**src/design/pcacc_pkg.sv**
```systemverilog
// ----------------------------------------------------------------------------
// Polygon centroid accumulator package
// Shared widths, payload structs and the back-end state type.
// ----------------------------------------------------------------------------
package pcacc_pkg;

   localparam int COORD_BITS    = 16;
   localparam int PROD_BITS     = 2 * COORD_BITS;
   localparam int PSUM_BITS     = COORD_BITS + 1;
   localparam int CROSS_BITS    = PROD_BITS + 1;
   localparam int TERM_BITS     = CROSS_BITS + PSUM_BITS;
   localparam int AREA_BITS     = 41;
   localparam int WSUM_BITS     = 58;
   localparam int QUOT_BITS     = COORD_BITS + 1;
   localparam int NUM_BITS      = WSUM_BITS + 2;
   localparam int DEN_BITS      = AREA_BITS + 3;
   localparam int DSR_BITS      = DEN_BITS + QUOT_BITS;
   localparam int CNT_BITS      = $clog2(QUOT_BITS + 1);
   localparam int FIFO_DEPTH    = 4;
   localparam int FIFO_PTR_BITS = $clog2(FIFO_DEPTH);
   localparam int FIFO_CNT_BITS = $clog2(FIFO_DEPTH + 1);

   localparam logic [QUOT_BITS-1:0] QUOT_LIM = QUOT_BITS'(1) << (COORD_BITS - 1);

   typedef struct packed {
      logic signed [COORD_BITS-1:0] start_x;
      logic signed [COORD_BITS-1:0] start_y;
      logic signed [COORD_BITS-1:0] end_x;
      logic signed [COORD_BITS-1:0] end_y;
      logic                         last_edge;
   } req_type;

   typedef struct packed {
      logic signed [COORD_BITS-1:0] centroid_x;
      logic signed [COORD_BITS-1:0] centroid_y;
      logic                         degenerate;
      logic                         saturated;
   } rsp_type;

   typedef struct packed {
      logic [PROD_BITS-1:0] prod_a;
      logic [PROD_BITS-1:0] prod_b;
      logic [PSUM_BITS-1:0] sum_x;
      logic [PSUM_BITS-1:0] sum_y;
      logic                 last;
   } prod_type;

   typedef struct packed {
      logic                 busy;
      logic                 over;
      logic [QUOT_BITS-1:0] quot;
   } div_status_type;

   typedef enum logic [2:0] {
      BK_RUN,
      BK_ABS,
      BK_LOAD,
      BK_DIV,
      BK_OUT
   } back_state_type;

endpackage

```
**src/design/pcacc_front.sv**
```systemverilog
// ----------------------------------------------------------------------------
// Polygon centroid front end
// Accepts edges and forms the two products of the cross term and the coordinate sums.
// ----------------------------------------------------------------------------
module pcacc_front import pcacc_pkg::*; (
   input  logic     clock,
   input  logic     reset,
   input  logic     req_valid,
   output logic     req_stall,
   input  req_type  req_data,
   output logic     push_valid,
   input  logic     push_stall,
   output prod_type push_data
);

   logic     stage_valid_ff, stage_valid_in;
   prod_type stage_ff, stage_in;
   logic     accept;

   assign req_stall  = stage_valid_ff && push_stall;
   assign accept     = req_valid && !req_stall;
   assign push_valid = stage_valid_ff;
   assign push_data  = stage_ff;

   always_comb begin
      stage_in = stage_ff;
      if (accept) begin
         stage_in.prod_a = PROD_BITS'(req_data.start_x * req_data.end_y);
         stage_in.prod_b = PROD_BITS'(req_data.end_x * req_data.start_y);
         stage_in.sum_x  = {req_data.start_x[COORD_BITS-1], req_data.start_x}
                         + {req_data.end_x[COORD_BITS-1], req_data.end_x};
         stage_in.sum_y  = {req_data.start_y[COORD_BITS-1], req_data.start_y}
                         + {req_data.end_y[COORD_BITS-1], req_data.end_y};
         stage_in.last   = req_data.last_edge;
      end
   end

   always_comb begin
      stage_valid_in = stage_valid_ff;
      if (accept) begin
         stage_valid_in = 1'b1;
      end else if (stage_valid_ff && !push_stall) begin
         stage_valid_in = 1'b0;
      end
   end

   always_ff @(posedge clock) begin
      if (reset) begin
         stage_valid_ff <= 1'b0;
      end else begin
         stage_valid_ff <= stage_valid_in;
      end
      stage_ff <= stage_in;
   end

endmodule

```
**config.mk**
```make
export PLATFORM = sky130hd
export DESIGN_NAME = pcacc_front
export DESIGN_NICKNAME = d
export VERILOG_FILES = /design/src/design/pcacc_pkg.sv /design/src/design/pcacc_front.sv
export SDC_FILE = /design/constraint.sdc
export NUM_CORES = 2
export LEC_CHECK = 0
export ABC_CLOCK_PERIOD_IN_PS = 6600
export BUFFER_PORTS_ARGS = -buffer_cell sky130_fd_sc_hd__clkbuf_2
export CAP_MARGIN = 20
export CORE_UTILIZATION = 48
export DETAILED_ROUTE_END_ITERATION = 8
export GPL_ROUTABILITY_DRIVEN = 0
export PLACE_DENSITY_LB_ADDON = 0.15
export SLEW_MARGIN = 15
export SYNTH_ARGS = -nofsm -noshare
export SYNTH_HDL_FRONTEND = slang
export SYNTH_SLANG_ARGS = --single-unit
```
**constraint.sdc**
```tcl
create_clock -name clock -period 6.6 [get_ports clock]
set_input_delay 0.66 -clock clock [delete_from_list [all_inputs] [get_ports clock]]
set_output_delay 0.66 -clock clock [all_outputs]
set_load 0.01 [all_outputs]
```
# After elaboration in Yosys (flattened, before gate mapping)
# Index checks and enable logic that the tools add are counted.
totals:
  inputBits: 69
  reg_bits: 100
  word_cells: 18
  output_inout_bits: 101
op_classes:
  muxes: 2
  mul: 2
  reduce_logical: 6
  add_sub_neg: 2
op_table:
  columns: ["op", "n"]
  rows:
  - ["multiplier 16 x 16 -> 32 bit", 2]
  - ["adder 16 x 16 -> 17 bit", 2]
  - ["logical AND 1 bit", 3]
  - ["zero test 1 bit", 2]
  - ["2-to-1 mux 1 bit", 2]
  - ["nonzero test 2 bit", 1]

# Depth between registers and ports, before layout
depth:
  ltp_word: 4
  ltp_mapped: 26
  ltp_nobuf: 25

# Worst setup path after synthesis
# OpenSTA, ideal clock, no wires.
synth_path:
  path_type: "input to register"
  start: "input port req_data[40] (netlist bit)"
  end: "register stage_ff, in the netlist push_data[66], data pin"
  stages: 24
  setup_ns: 0.259
  n_path_buf: 1
  path_slack_ns: 0.108
  arrival_time_ns: 6.233
  required_ns: 6.341
  path_cell_list: "clkbuf_1 -> nand2_1 -> fa_1 -> inv_1 -> fa_1 -> inv_1 -> fa_1 -> inv_1 -> fa_1 -> fa_1 -> inv_1 -> fa_1 -> inv_1 -> ha_1 -> a41o_1 -> a21oi_1 -> o21ai_0 -> and2_1 -> nor3_2 -> nor3_1 -> a311o_1 -> a211oi_1 -> a21oi_1 -> xnor2_1"
synth_between:
  elab_chain_len: 1
synth_rtl:
  columns: ["element", "line_no", "source"]
  rows:
  - ["from (decl)", "pcacc_front.sv:10", "input req_type req_data,"]
  - ["multiplier 16 x 16 -> 32 bit", "pcacc_front.sv:29", "stage_in.prod_b = PROD_BITS'(req_data.end_x * req_data.start_y);"]
  - ["to (signal assigned)", "pcacc_front.sv:53", "stage_ff <= stage_in;"]
  - ["to (decl)", "pcacc_front.sv:17", "prod_type stage_ff, stage_in;"]
# Every way passes these cells.
# A chain may end at the register's enable or synchronous reset.

# Worst setup path in the final report
layout_path:
  start: "input port req_data[35] (netlist bit)"
  end: "register stage_ff, in the netlist push_data[66], data pin"
# Same word-level chain as after synthesis.

==> flow_summary.ini <==
[clock_network]
clk_pin_slew_ns = 0.08
clock_sinks = 100
clockRootBuffer = clkbuf_16
cts_tree = done
hold_buffers = 0
cts_buffers = 9
clk_path_buf_depth = 2
cts.htree.levels = 3
insertion_delay_ns = 0.42

[finish]
multi_input_area_mm2 = 0.0184
design_area_mm2 = 0.0275
seqCellArea_mm2 = 0.00299
drive_gt1_share_pct = 15.3
area_delta_synth_final_pct = 14.9
nFillCells = 4436
nNetsFinal = 3577
instances_no_fill = 3457

[placed_design]
dp.cells = 3437
placed_area_mm2 = 0.0271
post-place-ws_ns = -0.463
port_buffers = 169
dp_hpwl_mm = 49.3

[setup_path]
worstPathRequired_ns = 6.75
cp.depth = 23
critPathLaunchType = primary input
path_class = in2reg
crit_fanout = 8
worstPathCellList = clkbuf_4, and2_1, fa_1, inv_1, fa_1, fa_1, inv_1, fa_1, fa_1, inv_1, fa_1, inv_1, ha_1, a41o_1, a21oi_2, o21ai_0, and2_2, nor3_4, nor3_2, a311o_1, a211oi_2, a21oi_1, xnor2_1
critPathMaxStageDelay_ns = 0.55
worstSetupEndpointType = flop
crit_family = adder cells
cp_slowest_cell = fa_1
crit_top_cell = fa_1
r2r_cells = 3
crit_buf_inv = 5
critPathArrivalTime_ns = 6.55

[detailed_routing]
drtPass1Iterations = 5
ant_nets = 0
avgViaCountPerCell = 4.99
wl_mm = 57.2
drc = 0
drt-initial-drc-count = 763
top_layer = met5
wl_met3_mm = 2.59
wirelength_met1_mm = 24.6
wl_met2_mm = 28.3
routedWlPerCell_um = 16.6
vias = 17200

[global_routing]
grt_pass1_vias = 18800
grt_overflow = 0
grt_max_degree = 65
track_usage_pct = 24.5
antenna_found_initial = 5
grt_pass1_wl_mm = 96.0

[sta]
clock-skew-final_ns = 0.0259
worst_slew_pin_slew_ns = 0.893
slew-limit-headroom_pct = 40.5
period_share_pct = 97.0
slew_violations = 0
max_freq_ghz = 0.156
setup-tns-final_ns = 0
fin_crit_ns = 6.40
finalSetupViolations = 0
timing.final.hold_violations = 0
fin_ws_ns = 0.196

[synthesis]
syn_avg_cell_area_um2 = 9.75
ys_seq_area_share_pct = 12.5
async_reset_ff_share_pct = 0
synth-xor-area-share_pct = 3.19
syn_nets = 3244
synth_seq_cells = 100
synthMuxAreaShare_pct = 0.0418
synth_cell_types = 61
synth-edff-count = 99
yosys-top-cells-area = fa_1 44%, edfxtp_1 12%, ha_1 10%
synth_top_area_share_pct = 44.0
syn-cell-area_mm2 = 0.0239
synth_top_family_by_area = adder cells
netlist_instances = 2453
synth_ff_type = edfxtp_1
synth_adder_area_share_pct = 54.3
ys_warn_count = 0
synth_compound_area_share_pct = 5.41
yosys.area_share.simple_pct = 13.9
yosys.area.top_type = fa_1

[status]
status = finished clean

[floorplan]
pin_count = 170
start_util_pct = 48.8
row_count = 81
fp.dieH_um = 225
die_area_mm2 = 0.0507
die_width_um = 225
core_area_mm2 = 0.0491

[run]
maxCapViolCount = 0

[hold_path]
hold_class = in2reg
min_path_cells = 2
==> area by class of cell <==
cell class	count	area share [%]
clock buffer	9	0.820
multi-input combinational	1674	67.1
antenna	2	0.0182
timing repair buffer	388	9.42
inverter	613	8.38
sequential	100	10.9
clock inverter	7	0.314
tap	664	3.02
==> state kept, by name, indices dropped and copies added, names as in the netlist <==
register and count:
push_data 99, push_valid 1
==> synthesized netlist by cell type (2+ instances only) <==
master,instances
inv_1,612
fa_1,526
nand2_1,268
and2_1,246
ha_1,196
edfxtp_1,99
nor2_1,75
xnor2_1,74
clkbuf_1,66
a21oi_1,54
o21ai_0,31
a21o_1,23
nand2b_1,19
o21a_1,15
nand3_1,13
xor2_1,13
nor3_1,12
nor2b_1,11
a211oi_1,9
and3_1,9
o211ai_1,6
a21boi_0,5
o21ai_1,5
o21bai_1,5
a41o_1,4
or2_2,4
a211o_1,3
a31oi_1,3
nand4_1,3
nor3b_1,3
nor4_1,3
o2111ai_1,3
o22ai_1,3
a2bb2oi_1,2
a31o_2,2
o31ai_1,2
or3_1,2
==> cell usage in the layout, fill, tap and decap left out, types with 4 or more instances in the layout <==
master,count
buf_4,211
and2_1,244
nand3_1,13
edfxtp_1,99
xnor2_1,74
fa_1,525
buf_2,4
o21ai_1,5
a211oi_1,8
buf_12,7
nor3_1,11
clkbuf_16,9
a21oi_1,53
a21boi_0,5
a21o_1,23
nand2b_1,19
and3_1,9
nand2_1,267
a41o_1,4
o21a_1,15
inv_1,612
xor2_1,13
clkbuf_2,162
o21ai_0,31
or2_2,4
o211ai_1,6
nor2_1,75
nor2b_1,10
o21bai_1,5
ha_1,196
==> metal layers <==
metal	vias up	global-route usage, %
met4	6	8.54
met5	-	0
li1	7994	-
met1	8782	32.4
met3	78	3.27
met2	385	41.5
==> kinds of logic (layout without fill, tap and decap cells) <==
logic type      Yosys count  count (layout)
xor+xnor                 87              87
mux                       1               1
buf+inv                 679            1017
fa+ha+maj               722             722
compound gates          192             192
simple gates            672             672
flops                   100             100
other cells               0               2
==> stage by stage <==
stage               util [%]  hold WS (ns)
CTS                     55.8         0.388
detailed placement      55.2         0.659
finish                  56.0         0.408
global route            56.0         0.404
floorplan                  -         0.680
global placement        55.2         0.636
==> final timing paths <==
check	endpoint	start	slack, ns
worst min-delay path	push_valid$_SDFFE_PP0P_	reset	0.41
worst max-delay path	push_data[66]$_DFFE_PP_	req_data[35]	0.20
worst max register to register	push_data[97]$_DFFE_PP_	push_valid$_SDFFE_PP0P_	4.58
worst min register to register	push_valid$_SDFFE_PP0P_	push_valid$_SDFFE_PP0P_	0.67
==> repair_timing <==
action | 4_1_cts | 5_1_grt
setup buffers | 0 | 1
pin swaps | 0 | 6
setup endpoints to repair | 1 | 6
gates resized for setup | 1 | 23
Power is not shown: default switching activity piles up to over one toggle a cycle in this logic, so the estimate is an artifact.
