[config.mk]
export PLATFORM = sky130hd
export DESIGN_NAME = pcacc_fifo
export DESIGN_NICKNAME = d
export VERILOG_FILES = /design/src/design/pcacc_pkg.sv /design/src/design/pcacc_fifo.sv
export SDC_FILE = /design/constraint.sdc
export NUM_CORES = 1
export LEC_CHECK = 0
export ABC_AREA = 1
export BUFFER_PORTS_ARGS = -buffer_cell sky130_fd_sc_hd__buf_2
export CAP_MARGIN = 20
export CORE_MARGIN = 10
export CORE_UTILIZATION = 55
export DETAILED_ROUTE_END_ITERATION = 8
export PLACE_DENSITY = 0.77
export RECOVER_POWER = 25
export SETUP_SLACK_MARGIN = 0.3
export SYNTH_ARGS = -nofsm -noshare
export SYNTH_HDL_FRONTEND = slang
export SYNTH_SLANG_ARGS = --single-unit
[constraint.sdc]
create_clock -name clock -period 7.3 [get_ports clock]
set_clock_uncertainty 0.1 [all_clocks]
set_input_delay 1.095 -clock clock [delete_from_list [all_inputs] [get_ports clock]]
set_output_delay 1.095 -clock clock [all_outputs]
set_load 0.005 [all_outputs]
[src/design/pcacc_pkg.sv]
// ----------------------------------------------------------------------------
// Polygon centroid accumulator package
// Shared widths, payload structs and the back-end state type.
// ----------------------------------------------------------------------------
package pcacc_pkg;

   localparam int COORD_BITS    = 16;
   localparam int PROD_BITS     = 2 * COORD_BITS;
   localparam int PSUM_BITS     = COORD_BITS + 1;
   localparam int CROSS_BITS    = PROD_BITS + 1;
   localparam int TERM_BITS     = CROSS_BITS + PSUM_BITS;
   localparam int AREA_BITS     = 41;
   localparam int WSUM_BITS     = 58;
   localparam int QUOT_BITS     = COORD_BITS + 1;
   localparam int NUM_BITS      = WSUM_BITS + 2;
   localparam int DEN_BITS      = AREA_BITS + 3;
   localparam int DSR_BITS      = DEN_BITS + QUOT_BITS;
   localparam int CNT_BITS      = $clog2(QUOT_BITS + 1);
   localparam int FIFO_DEPTH    = 4;
   localparam int FIFO_PTR_BITS = $clog2(FIFO_DEPTH);
   localparam int FIFO_CNT_BITS = $clog2(FIFO_DEPTH + 1);

   localparam logic [QUOT_BITS-1:0] QUOT_LIM = QUOT_BITS'(1) << (COORD_BITS - 1);

   typedef struct packed {
      logic signed [COORD_BITS-1:0] start_x;
      logic signed [COORD_BITS-1:0] start_y;
      logic signed [COORD_BITS-1:0] end_x;
      logic signed [COORD_BITS-1:0] end_y;
      logic                         last_edge;
   } req_type;

   typedef struct packed {
      logic signed [COORD_BITS-1:0] centroid_x;
      logic signed [COORD_BITS-1:0] centroid_y;
      logic                         degenerate;
      logic                         saturated;
   } rsp_type;

   typedef struct packed {
      logic [PROD_BITS-1:0] prod_a;
      logic [PROD_BITS-1:0] prod_b;
      logic [PSUM_BITS-1:0] sum_x;
      logic [PSUM_BITS-1:0] sum_y;
      logic                 last;
   } prod_type;

   typedef struct packed {
      logic                 busy;
      logic                 over;
      logic [QUOT_BITS-1:0] quot;
   } div_status_type;

   typedef enum logic [2:0] {
      BK_RUN,
      BK_ABS,
      BK_LOAD,
      BK_DIV,
      BK_OUT
   } back_state_type;

endpackage

[src/design/pcacc_fifo.sv]
// ----------------------------------------------------------------------------
// Polygon centroid edge queue
// Short queue of product beats between the front end and the back end.
// ----------------------------------------------------------------------------
module pcacc_fifo import pcacc_pkg::*; (
   input  logic     clock,
   input  logic     reset,
   input  logic     push_valid,
   output logic     push_stall,
   input  prod_type push_data,
   output logic     pop_valid,
   input  logic     pop_stall,
   output prod_type pop_data
);

   prod_type                 slot_ff [FIFO_DEPTH];
   logic [FIFO_PTR_BITS-1:0] wr_ptr_ff, wr_ptr_in;
   logic [FIFO_PTR_BITS-1:0] rd_ptr_ff, rd_ptr_in;
   logic [FIFO_CNT_BITS-1:0] count_ff, count_in;
   logic                     push, pop;

   assign push_stall = (count_ff == FIFO_CNT_BITS'(FIFO_DEPTH));
   assign pop_valid  = (count_ff != '0);
   assign pop_data   = slot_ff[rd_ptr_ff];
   assign push       = push_valid && !push_stall;
   assign pop        = pop_valid && !pop_stall;

   always_comb begin
      wr_ptr_in = push ? wr_ptr_ff + 1'b1 : wr_ptr_ff;
      rd_ptr_in = pop ? rd_ptr_ff + 1'b1 : rd_ptr_ff;
      count_in  = count_ff;
      if (push && !pop) begin
         count_in = count_ff + 1'b1;
      end else if (pop && !push) begin
         count_in = count_ff - 1'b1;
      end
   end

   always_ff @(posedge clock) begin
      if (reset) begin
         wr_ptr_ff <= '0;
         rd_ptr_ff <= '0;
         count_ff  <= '0;
      end else begin
         wr_ptr_ff <= wr_ptr_in;
         rd_ptr_ff <= rd_ptr_in;
         count_ff  <= count_in;
      end
      if (push) begin
         slot_ff[wr_ptr_ff] <= push_data;
      end
   end

   a_fifo_count: assert property (@(posedge clock) disable iff (reset)
      count_ff <= FIFO_CNT_BITS'(FIFO_DEPTH))
      else $error("Edge queue holds more beats than it has slots.");

endmodule

-- After elaboration in Yosys (flattened, before gate mapping)
Memory sizes are Yosys's and may differ from the RTL's. A register that Yosys moved wholly into a read port is not among the register bits.
Index checks and enable logic that the tools add are counted.
- memory bits (writable): 396
- memories kept: 1
- output and inout port bits: 101
- register bits: 7
- reduce and logical (&&, ||, !) cells: 10
- eq/ne operators: 1
- multiplexer cells: 6
- $add $sub $neg: 4
- memories (memory ; depth ; width ; rd ports ; clocked after memory_dff ; wr ports ; line ; source):
    slot_ff ; 4 ; 99 ; 1 ; 1 ; 1 ; pcacc_fifo.sv:16 ; prod_type slot_ff [FIFO_DEPTH];
- operators with widths (cell ; count):
    3-bit two-way mux ; 2
    2-bit by 1-bit adder with 2-bit output, second input constant ; 2
    1-bit logical AND ; 4
    1-bit logical NOT ; 4
    2-bit two-way mux ; 2
    3-bit by 1-bit adder with 3-bit output, second input constant ; 1
    3-bit equality test, second input constant ; 1
    3-bit nonzero test ; 1
    3-bit by 1-bit subtractor with 3-bit output, second input constant ; 1
    1-bit two-way mux ; 2
    2-bit nonzero test ; 1

-- Logic depth before layout (Yosys ltp)
Gate-level depths: netlist of the first run.
- depth after elaboration: 7
- gate-level depth with buffers: 13
- depth with buffers taken out: 13

-- Least setup slack after synthesis of the first run
Ideal clock, no wire load.
- path type: input -> register
- from: in push_valid
- to: mem slot_ff[0][0] in the netlist's numbering, enable pin
- path buffers: 0
- data arrival time: 5331 ps
- setup time: 558 ps
- cell stages on the path: 2
- path slack: 1311 ps
- cell sequence: nand2_1 nor2_1
- longest elaborated chain between the ends: 3
- ends and longest elaborated chain (what ; line ; source):
    from (decl) ; pcacc_fifo.sv:8 ; input logic push_valid,
    1-bit logical AND ; pcacc_fifo.sv:25 ; assign push = push_valid && !push_stall;
    1-bit two-way mux ; pcacc_fifo.sv:49 ; if (push) begin
    1-bit two-way mux (implied by the code) ; pcacc_fifo.sv:50 ; slot_ff[wr_ptr_ff] <= push_data;
    to (decl) ; pcacc_fifo.sv:16 ;
Every way passes these cells.

==> results of run 1 <==
final cells by class:
| class | count | area share |
|---|---|---|
| clock buffer | 54 | 0.06351 |
| sequential | 405 | 0.6881 |
| inverter | 20 | 0.004847 |
| multi-input combinational | 537 | 0.1495 |
| timing repair buffer | 213 | 0.05845 |
| tap | 341 | 0.02431 |
| antenna | 5 | 0.0007128 |
| clock inverter | 16 | 0.01048 |
registers in the layout, summed over array words and instances (netlist names), named ones only:
signal	flops
wr_ptr_ff	2
count_ff	3
rd_ptr_ff	2
slot_ff	396
routing by layer:
| metal | vias up | share of wire |
|---|---|---|
| met3 | 34 | 0.086 |
| met4 | 4 | 0.013 |
| met5 | - | 0.00084 |
| met1 | 4445 | 0.41 |
| li1 | 4254 | - |
| met2 | 335 | 0.49 |
kinds of logic (layout without fill, tap and decap cells):
logic type	Yosys count	in the layout	share of synthesized area
other cells	0	5	0
flops	405	405	0.7981
buf+inv	84	303	0.03036
simple gates	225	225	0.05666
compound gates	306	306	0.1094
fa+ha+maj	6	6	0.005460
where the power goes:
group          internal (mW)  switching, mW  total (mW)
sequential              2.83          0.104        2.93
combinational          0.412          0.798        1.21
clock                   1.21          0.788        2.00
total                   4.45           1.69        6.14
synth_stat cells:
| cell type | count | area (um^2) |
|---|---|---|
| buf_8 | 1 | 15.01 |
| nand2_1 | 11 | 41.29 |
| buf_4 | 5 | 37.54 |
| o22ai_1 | 99 | 619.3 |
| clkbuf_1 | 40 | 150.1 |
| nand4_1 | 1 | 6.260 |
| nand3b_1 | 1 | 7.510 |
| buf_2 | 5 | 25.02 |
| nand3_1 | 5 | 25.02 |
| o21ai_0 | 178 | 890.9 |
| clkinv_4 | 1 | 8.760 |
| ha_1 | 5 | 62.56 |
| fa_1 | 1 | 20.02 |
| a21oi_1 | 7 | 35.03 |
| inv_1 | 18 | 67.56 |
| inv_6 | 1 | 8.760 |
| edfxtp_1 | 396 | 11890 |
| nor2_1 | 207 | 777.0 |
| dfxtp_1 | 9 | 180.2 |
| buf_6 | 13 | 146.4 |
| o21ai_1 | 22 | 110.1 |
metrics by stage:
| step | total power, mW | setup slack [ns] | cell area (um^2) | hold slack, ns |
|---|---|---|---|---|
| CTS | 6.204 | 2.703 | 17620 | 0.3836 |
| detailed placement | 4.209 | 3.341 | 16320 | 0.3748 |
| finish | 6.139 | 2.705 | 17550 | 0.3826 |
| global placement | 4.174 | 3.422 | 16320 | 0.3593 |
| floorplan | 3.715 | 1.311 | 15130 | 0.3490 |
| global route | 6.444 | 2.499 | 17540 | 0.4286 |
worst reg2reg max path, cell delays in order, from the launching register on:
cell	delay, ns
dfxtp_1	0.35
inv_1	0.09
nand3_1	0.20
nand2_1	0.30
nor2_4	0.61
buf_12	0.51
path summary, 6_finish.rpt:
kind	from	to	slack [ns]	cells after the start
setup / recovery	register	pop_data[87]	2.71	5
hold / removal	rd_ptr_ff[0]	rd_ptr_ff[0]	0.38	2
setup reg to reg	count_ff[0]	slot_ff[1][56]	4.71	5
hold reg to reg	rd_ptr_ff[0]	rd_ptr_ff[0]	0.38	2
==> out/results.tsv, run 1 <==
stage	metric	value	unit
synth	synthesized area per cell	14.74	um^2
sta	Fin. Hold Viols	0	
clock_network	CTS tree	yes	
cells_and_area	Finished Layout Cells	1591	
synth	register area share after synthesis	0.7981	
floorplan	chip height	185.8	um
cells_and_area	# fillers	1897	
global_route	largest net degree at the start of global routing	115	
global_route	initial antenna violation count	5	
min_path	worst hold path type	register to register	
global_route	grt met1 use	0.2274	
cells_and_area	final cell utilization of the core	0.6495	
cells_and_area	Area Growth Syn to Fin	16.05	%
critical_path	max incr delay on CP	0.88	ns
critical_path	worst-path maximum fanout	100	
route	initial drt markers	778	
critical_path	crit-path leading delay family	buffers and inverters	
clock_network	Post-CTS Setup Bufs	0	
sta	setup TNS	0	ns
sta	Tmin final	4.595	ns
critical_path	Worst path slowest cell	buf_4	
cells_and_area	share of cells above drive strength 1	0.1727	
flow_run	max_cap viols	0	
route	# DRC	0	
global_route	busiest grt layer	met2	
synth	YS warnings	0	
run_status	status	complete, no violations	
clock_network	Num CTS Buffers	40	
global_route	vias in the first global route	8889	
global_route	grt ovf	0	
sta	slew margin rel.	0.2620	
critical_path	WP data required	6.11	ns
route	vias	9072	
sta	final period utilization	0.6294	
placed_design	dpl cells	1516	
critical_path	CP Capture Type	output pin	
synth	post-synthesis cell count	1026	
global_route	grt met3 use	0.05011	
sta	fmax	217.6	MHz
sta	Slew Viols, Final	0	
synth	Post-Syn Area	0.01513	mm^2
sta	# setup viols final	0	
floorplan	die area	0.03453	mm^2
placed_design	routability cong.	0.7564	
critical_path	crit start category	register	
cells_and_area	commonest non-fill, non-tap cell in the layout	edfxtp_1	
critical_path	arrival time worst endpoint	3.40	ns
route	Avg WL per Cell	20.16	um
sta	Slew @ Worst Pin	1.107	ns
route	drt first pass iters	5	
synth	Synth Net Count	1135	
clock_network	Clock Sinks	405	
global_route	M2 GR Usage	0.2995	
power	Peak supply drop	306.9	uV
power	Lkg Pwr	6.003	nW
route	Routed Antenna Nets	0	
clock_network	Worst-Skew Late Latency	0.51	ns
synth	post-synthesis register bit count	405	
critical_path	category of the most critical setup path	register to output pin	
placed_design	port bufs	203	
clock_network	CTS Root Cell	clkbuf_16	
synth	Cell variety after synth	21	
critical_path	CP bufs+invs	3	
cells_and_area	Sequential Area	0.01208	mm^2
cells_and_area	most frequent cells in the layout	edfxtp_1, nor2_1, o21ai_0	
clock_network	H-tree depth	2	
cells_and_area	Multi-input gate area	0.002625	mm^2
route	Routed WL	32.08	mm
global_route	GRT Total Usage	0.1795	
global_route	first-pass GRT wire length	48.38	mm
clock_network	Max clock buf depth	3	
route	Vias per Instance	5.702	
floorplan	I/O pins	204	
clock_network	Hold Buf Count CTS	0	
floorplan	core area	0.02703	mm^2
clock_network	Post-CTS Resized	0	
placed_design	dpl hpwl	18.16	mm
critical_path	worst path cell trace	inv_6, buf_4, o21ai_0, o22ai_1, buf_2	
floorplan	chip width	185.8	um
floorplan	Initial Util	0.5597	
clock_network	clk slew on worst S/H paths	0.06	ns
sta	RSZ-0062 raised after global routing	false	
power	PwrDens	349.7	mW/mm^2
cells_and_area	fin nets	1326	
floorplan	row cnt	60	
(Power assumes the default switching activity.)
==> run 2, diff against run 1 <==
--- a/config.mk
+++ b/config.mk
@@ -9,9 +9,9 @@
 export BUFFER_PORTS_ARGS = -buffer_cell sky130_fd_sc_hd__buf_2
 export CAP_MARGIN = 20
 export CORE_MARGIN = 10
-export CORE_UTILIZATION = 55
+export CORE_UTILIZATION = 52
 export DETAILED_ROUTE_END_ITERATION = 8
-export PLACE_DENSITY = 0.77
+export PLACE_DENSITY = 0.76
 export RECOVER_POWER = 25
 export SETUP_SLACK_MARGIN = 0.3
 export SYNTH_ARGS = -nofsm -noshare
==> constraint.sdc (replaced) <==
create_clock -name clock -period 4 [get_ports clock]
set_clock_uncertainty 0.1 [all_clocks]
set_input_delay 0.6 -clock clock [delete_from_list [all_inputs] [get_ports clock]]
set_output_delay 0.6 -clock clock [all_outputs]
set_load 0.005 [all_outputs]
==> run 2 against run 1 <==
Compared with the run above:
- via count rose by 1.6%
- non-clock buffer count did not move
- sequential power rose by 80%
- flip-flop and latch count did not move
- clock power rose by 81%
==> out/results.tsv, run 2 (synthesis results as in run 1) <==
stage	metric	value	unit
floorplan	row cnt	62	
sta	Slew Viols, Final	0	
cells_and_area	max FFs per register	396	
flow_run	max_cap viols	0	
critical_path	r2r endpoint	count_ff[1]	
critical_path	CP Capture Type	output pin	
sta	slew margin rel.	0.4262	
clock_network	Hold Buf Count CTS	0	
critical_path	CP Capture Point	pop_data[87]	
global_route	largest net degree at the start of global routing	199	
floorplan	chip height	190.6	um
cells_and_area	commonest non-fill, non-tap cell in the layout	edfxtp_1	
placed_design	dpl ws	1.337	ns
clock_network	CTS Root Cell	clkbuf_16	
cells_and_area	# fillers	2133	
power	Peak supply drop	399.2	uV
min_path	WHS Path Cells	1	
global_route	initial antenna violation count	4	
sta	Fin. Hold Viols	0	
clock_network	H-tree depth	2	
run_status	status	complete, no violations	
route	Avg WL per Cell	20.34	um
route	Vias per Instance	5.643	
critical_path	arrival time worst endpoint	2.51	ns
cells_and_area	share of cells above drive strength 1	0.1665	
critical_path	RR Startpoint	count_ff[0]	
cells_and_area	fin nets	1327	
floorplan	chip width	190.6	um
floorplan	die area	0.03631	mm^2
cells_and_area	largest register by flop count	slot_ff	
sta	final period utilization	0.8022	
cells_and_area	Largest regs	slot_ff: 396 flops, count_ff: 3 flops	
critical_path	WP data required	3.30	ns
sta	fmax	311.7	MHz
sta	Tmin final	3.209	ns
route	initial drt markers	749	
critical_path	category of the most critical setup path	register to output pin	
floorplan	core area	0.02870	mm^2
placed_design	dpl hpwl	18.24	mm
route	vias	9220	
sta	RSZ-0062 raised after global routing	false	
clock_network	Post-CTS Setup Bufs	0	
critical_path	crit start category	register	
sta	Slew @ Worst Pin	0.8606	ns
global_route	grt ovf	0	
critical_path	Worst Reg-to-Reg Cells	9	
floorplan	I/O pins	204	
route	# DRC	0	
route	Routed Antenna Nets	0	
sta	setup ws final	0.7914	ns
power	Lkg Pwr	5.988	nW
clock_network	Worst-Skew Late Latency	0.51	ns
critical_path	R2R Setup Slk	1.75	ns
cells_and_area	Area Growth Syn to Fin	16.62	%
global_route	first-pass GRT wire length	51.40	mm
min_path	worst hold path type	input port to register	
placed_design	routability cong.	0.7304	
placed_design	port bufs	203	
clock_network	CTS tree	yes	
clock_network	Post-CTS Resized	0	
route	drt first pass iters	5	
sta	setup TNS	0	ns
clock_network	Num CTS Buffers	41	
clock_network	clk slew on worst S/H paths	0.06	ns
global_route	GRT Total Usage	0.1779	
cells_and_area	most frequent cells in the layout	edfxtp_1, nor2_1, o21ai_0	
sta	# setup viols final	0	
floorplan	Initial Util	0.5270	
global_route	vias in the first global route	9109	
clock_network	Max clock buf depth	3	
critical_path	worst-path maximum fanout	99	
route	Routed WL	33.24	mm
power	PwrDens	636.9	mW/mm^2
clock_network	Clock Sinks	405	
run 2: cell types whose count changed in the layout (fill, tap and decap cells not counted), sizes merged:
cell      previous run  this run
bufinv               4         2
inv                 21        20
diode                5         1
buf                151       149
clkbuf             116       124
clkinv              10         9
clkinvlp             1         3
run 2: layer usage:
| metal | GRT usage | vias to the layer above | part of all wire | wire [um] |
|---|---|---|---|---|
| met2 | 0.2846 | 376 | 0.48 | 16100 |
| met3 | 0.04883 | 59 | 0.090 | 3004 |
| met1 | 0.2366 | 4531 | 0.40 | 13450 |
| li1 | - | 4248 | - | - |
| met4 | 0.04634 | 6 | 0.020 | 651 |
| met5 | 0 | - | 0.0010 | 34 |
run 2: critical path, cell delays in order, from the launching register on:
cell      delay (ns)
dfxtp_4         0.62
clkinv_4        0.69
o21ai_0         0.38
o22ai_1         0.10
buf_2           0.14
run 2: how the worst min path moves through the flow:
stage,end,slack [ns],from
2_1_floorplan,register,0.35,rd_ptr_ff[0]
3_3_place_gp,register,0.36,rd_ptr_ff[0]
3_5_place_dp,register,0.38,rd_ptr_ff[0]
4_1_cts,slot_ff[0][1],0.16,push_data[1]
5_1_grt,slot_ff[1][14],0.19,push_data[14]
6_report,slot_ff[0][55],0.20,push_data[55]
run 2: metrics by stage:
step | utilization | hold slack (ns) | power, mW | instance area [um^2] | std cells
global placement | 0.5726 | 0.3608 | 7.671 | 16440 | 1559
finish | 0.6146 | 0.1964 | 11.23 | 17640 | 1634
CTS | 0.6173 | 0.1649 | 11.36 | 17720 | 1633
detailed placement | 0.5726 | 0.3763 | 7.741 | 16440 | 1559
floorplan | - | 0.3490 | 6.751 | 15140 | 1026
global route | 0.6145 | 0.1935 | 11.81 | 17640 | 1633
run 2: final cells by class:
cell class,count,area [um^2],area share
multi-input cells,537,2625,0.1488
inverters,20,85.08,0.004823
diodes,1,2.502,0.0001419
clock inverters,14,121.4,0.006880
well taps,384,480.5,0.02724
repair buffers,213,1086,0.06157
flip-flops and latches,405,12080,0.6848
clock buffers,60,1160,0.06575
run 2: report_power, final:
group          switching, mW  total (mW)  internal, mW
Clock                   1.48        3.62          2.14
Sequential             0.121        5.28          5.16
Combinational           1.56        2.34         0.779
Total                   3.16        11.2          8.07
==> run 3, diff against run 2 <==
--- a/config.mk
+++ b/config.mk
@@ -5,13 +5,13 @@
 export SDC_FILE = /design/constraint.sdc
 export NUM_CORES = 1
 export LEC_CHECK = 0
-export ABC_AREA = 1
+export ABC_AREA = 0
 export BUFFER_PORTS_ARGS = -buffer_cell sky130_fd_sc_hd__buf_2
 export CAP_MARGIN = 20
 export CORE_MARGIN = 10
-export CORE_UTILIZATION = 52
+export CORE_UTILIZATION = 55
 export DETAILED_ROUTE_END_ITERATION = 8
-export PLACE_DENSITY = 0.76
+export PLACE_DENSITY = 0.77
 export RECOVER_POWER = 25
 export SETUP_SLACK_MARGIN = 0.3
 export SYNTH_ARGS = -nofsm -noshare
==> constraint.sdc (replaced) <==
create_clock -name clock -period 3 [get_ports clock]
set_clock_uncertainty 0.1 [all_clocks]
set_input_delay 0.45 -clock clock [delete_from_list [all_inputs] [get_ports clock]]
set_output_delay 0.45 -clock clock [all_outputs]
set_load 0.005 [all_outputs]
==> run 3 against run 2 <==
Compared with the run above:
- combinational power rose by 15%
- sequential power up 32%
- highest routed layer unchanged
- total power is 28% higher
- flip-flop and latch count did not move
- clock power is 30% higher
- critical endpoint is now pop_data[26]
- cell count decreased by 28%
- non-clock buffer count grew 9
- synthesized cell count is 45% lower
- utilization grew 5.4 points
- global-route usage fell by 0.57 points
- wire length fell by 13%
==> out/results.tsv, run 3 <==
stage	metric	value	unit
critical_path	Worst path slowest cell	mux4_2	
route	initial drt markers	484	
critical_path	worst path cell trace	buf_12, mux4_2, buf_2	
synth	Synth Flop Type	edfxtp_1	
clock_network	Hold Buf Count CTS	0	
floorplan	I/O pins	204	
synth	Synth Net Count	677	
synth	Cell variety after synth	22	
route	drt first pass iters	5	
route	# DRC	0	
placed_design	dpl hpwl	18.23	mm
cells_and_area	fin nets	918	
critical_path	worst-path maximum fanout	36	
global_route	first-pass GRT wire length	43.94	mm
floorplan	Initial Util	0.5616	
sta	final period utilization	0.8407	
synth	post-synthesis cell count	568	
clock_network	Clock Sinks	405	
power	internal power	10.96	mW
power	Peak supply drop	530.3	uV
clock_network	Worst-Skew Late Latency	0.51	ns
synth	ranking of synthesized cells by area	edfxtp_1, mux4_2, dfxtp_1	
sta	worst hold slack	0.04745	ns
sta	Tmin final	2.522	ns
min_path	worst hold path type	input port to register	
cells_and_area	commonest non-fill, non-tap cell in the layout	edfxtp_1	
run_status	status	complete, no violations	
clock_network	CTS Root Cell	clkbuf_16	
critical_path	crit start category	register	
synth	number of synthesized flops with an enable pin	396	
synth	post-synthesis register bit count	405	
power	Sequential Power Share	0.484	
power	Sw Share	0.2372	
sta	setup TNS	0	ns
floorplan	die area	0.03370	mm^2
synth	YS warnings	0	
cells_and_area	max FFs per register	396	
synth	register area share after synthesis	0.8203	
route	Vias per Instance	5.730	
power	PwrDens	820.1	mW/mm^2
floorplan	row cnt	59	
sta	RSZ-0062 raised after global routing	false	
global_route	GRT Total Usage	0.1722	
synth	most frequent cell after synthesis	edfxtp_1	
global_route	initial antenna violation count	3	
cells_and_area	Area Growth Syn to Fin	19.08	%
route	Avg WL per Cell	24.52	um
cells_and_area	Largest regs	slot_ff: 396 flops, count_ff: 3 flops	
power	Comb pwr share	0.187	
power	NetSw	3.409	mW
sta	Slew @ Worst Pin	0.5241	ns
critical_path	max incr delay on CP	0.59	ns
clock_network	H-tree depth	2	
route	Routed WL	28.83	mm
critical_path	WP data required	2.45	ns
clock_network	clk slew on worst S/H paths	0.06	ns
cells_and_area	largest register by flop count	slot_ff	
route	Routed Antenna Nets	0	
clock_network	Post-CTS Resized	0	
critical_path	CP Capture Type	output pin	
sta	slew margin rel.	0.6479	
power	clock share of power	0.329	
global_route	largest net degree at the start of global routing	55	
route	vias	6738	
power	Lkg Pwr	5.736	nW
synth	Post-Syn Area	0.01472	mm^2
sta	Fin. Hold Viols	0	
sta	fmax	396.5	MHz
floorplan	chip width	183.6	um
floorplan	core area	0.02621	mm^2
clock_network	CTS tree	yes	
global_route	grt ovf	0	
critical_path	category of the most critical setup path	register to output pin	
critical_path	arrival time worst endpoint	1.97	ns
placed_design	port bufs	203	
clock_network	Post-CTS Setup Bufs	4	
synth	leading area contributor after synthesis	edfxtp_1	
clock_network	Max clock buf depth	3	
sta	# setup viols final	0	
placed_design	routability cong.	0.7394	
flow_run	max_cap viols	0	
power	Final Power	14.37	mW
floorplan	chip height	183.6	um
synth	post-synth top area share	0.8080	
cells_and_area	share of cells above drive strength 1	0.3842	
cells_and_area	most frequent cells in the layout	edfxtp_1, buf_2, mux4_2	
synth	synthesized area per cell	25.91	um^2
global_route	vias in the first global route	7473	
clock_network	Num CTS Buffers	40	
synth	fraction of registers with async set/reset	0	
synth	top cells by count, synth	edfxtp_1, mux4_2, buf_2	
sta	Slew Viols, Final	0	
==> run 3: cell types whose count changed after synthesis, moves of 11 or more <==
cell and change:
buf_6 -12, clkbuf_1 -31, inv_1 -13, mux4_2 +99
nand2_1 -11, nor2_1 -204, o21ai_0 -174, o21ai_1 -22
o22ai_1 -99
==> run 3: metrics by stage <==
| step | cells | setup slack, ns | utilization | area (um^2) |
|---|---|---|---|---|
| floorplan | 568 | 0.4360 | - | 14720 |
| global placement | 1098 | 0.6592 | 0.6220 | 16300 |
| detailed placement | 1098 | 0.5675 | 0.6220 | 16300 |
| CTS | 1173 | 0.4384 | 0.6714 | 17600 |
| global route | 1173 | 0.3147 | 0.6684 | 17520 |
| finish | 1176 | 0.4778 | 0.6687 | 17520 |
==> run 3: cell families (layout without fill, tap and decap cells) <==
logic type | count (synthesis) | in the layout | share of synthesized area
compound gates | 9 | 9 | 0.003060
xor+xnor | 2 | 2 | 0.001190
fa+ha+maj | 6 | 6 | 0.005611
buf+inv | 28 | 298 | 0.01029
flops | 405 | 405 | 0.8203
mux | 101 | 101 | 0.1529
other cells | 0 | 3 | 0
simple gates | 17 | 17 | 0.006716
==> run 3: per-layer routing <==
metal	wire length, um	vias to the layer above	track usage
li1	-	2936	-
met3	2332	41	0.04822
met2	15150	237	0.2952
met4	493	2	0.05508
met1	10840	3522	0.2082
met5	13	-	0
==> run 3: cell type report <==
| class | instances | area [um^2] |
|---|---|---|
| Antenna cell | 3 | 7.507 |
| Clock buffer | 51 | 1074 |
| Clock inverter | 20 | 180.2 |
| Fill cell | 1624 | 8682 |
| Inverter | 5 | 18.77 |
| Multi-Input combinational cell | 135 | 2504 |
| Sequential cell | 405 | 12080 |
| Tap cell | 335 | 419.2 |
| Timing Repair Buffer | 222 | 1242 |
==> run 3: power by group through the flow <==
stage | logic (mW) | clock network, mW | registers, mW
2_1_floorplan | 1.61 | 0 | 7.01
3_3_place_gp | 2.62 | 0 | 7.08
3_5_place_dp | 2.69 | 0 | 7.13
4_1_cts | 2.79 | 4.82 | 6.97
5_1_grt | 2.94 | 5.06 | 7.00
6_report | 2.69 | 4.72 | 6.96
==> run 3: worst paths after layout <==
check / to / slack [ns] / cells after the start / startpoint
max: pop_data[26] / 0.48 / 3 / register
min: slot_ff[2][58] / 0.05 / 1 / push_data[58]
max reg2reg: count_ff[2] / 0.53 / 8 / count_ff[1]
min reg2reg: count_ff[2] / 0.40 / 2 / count_ff[2]
==> run 3: critical path: cells and delay by family (launching register included) <==
family   cells  cell delay (ns)
mux          1             0.59
buf+inv      2             0.41
flops        1             0.40
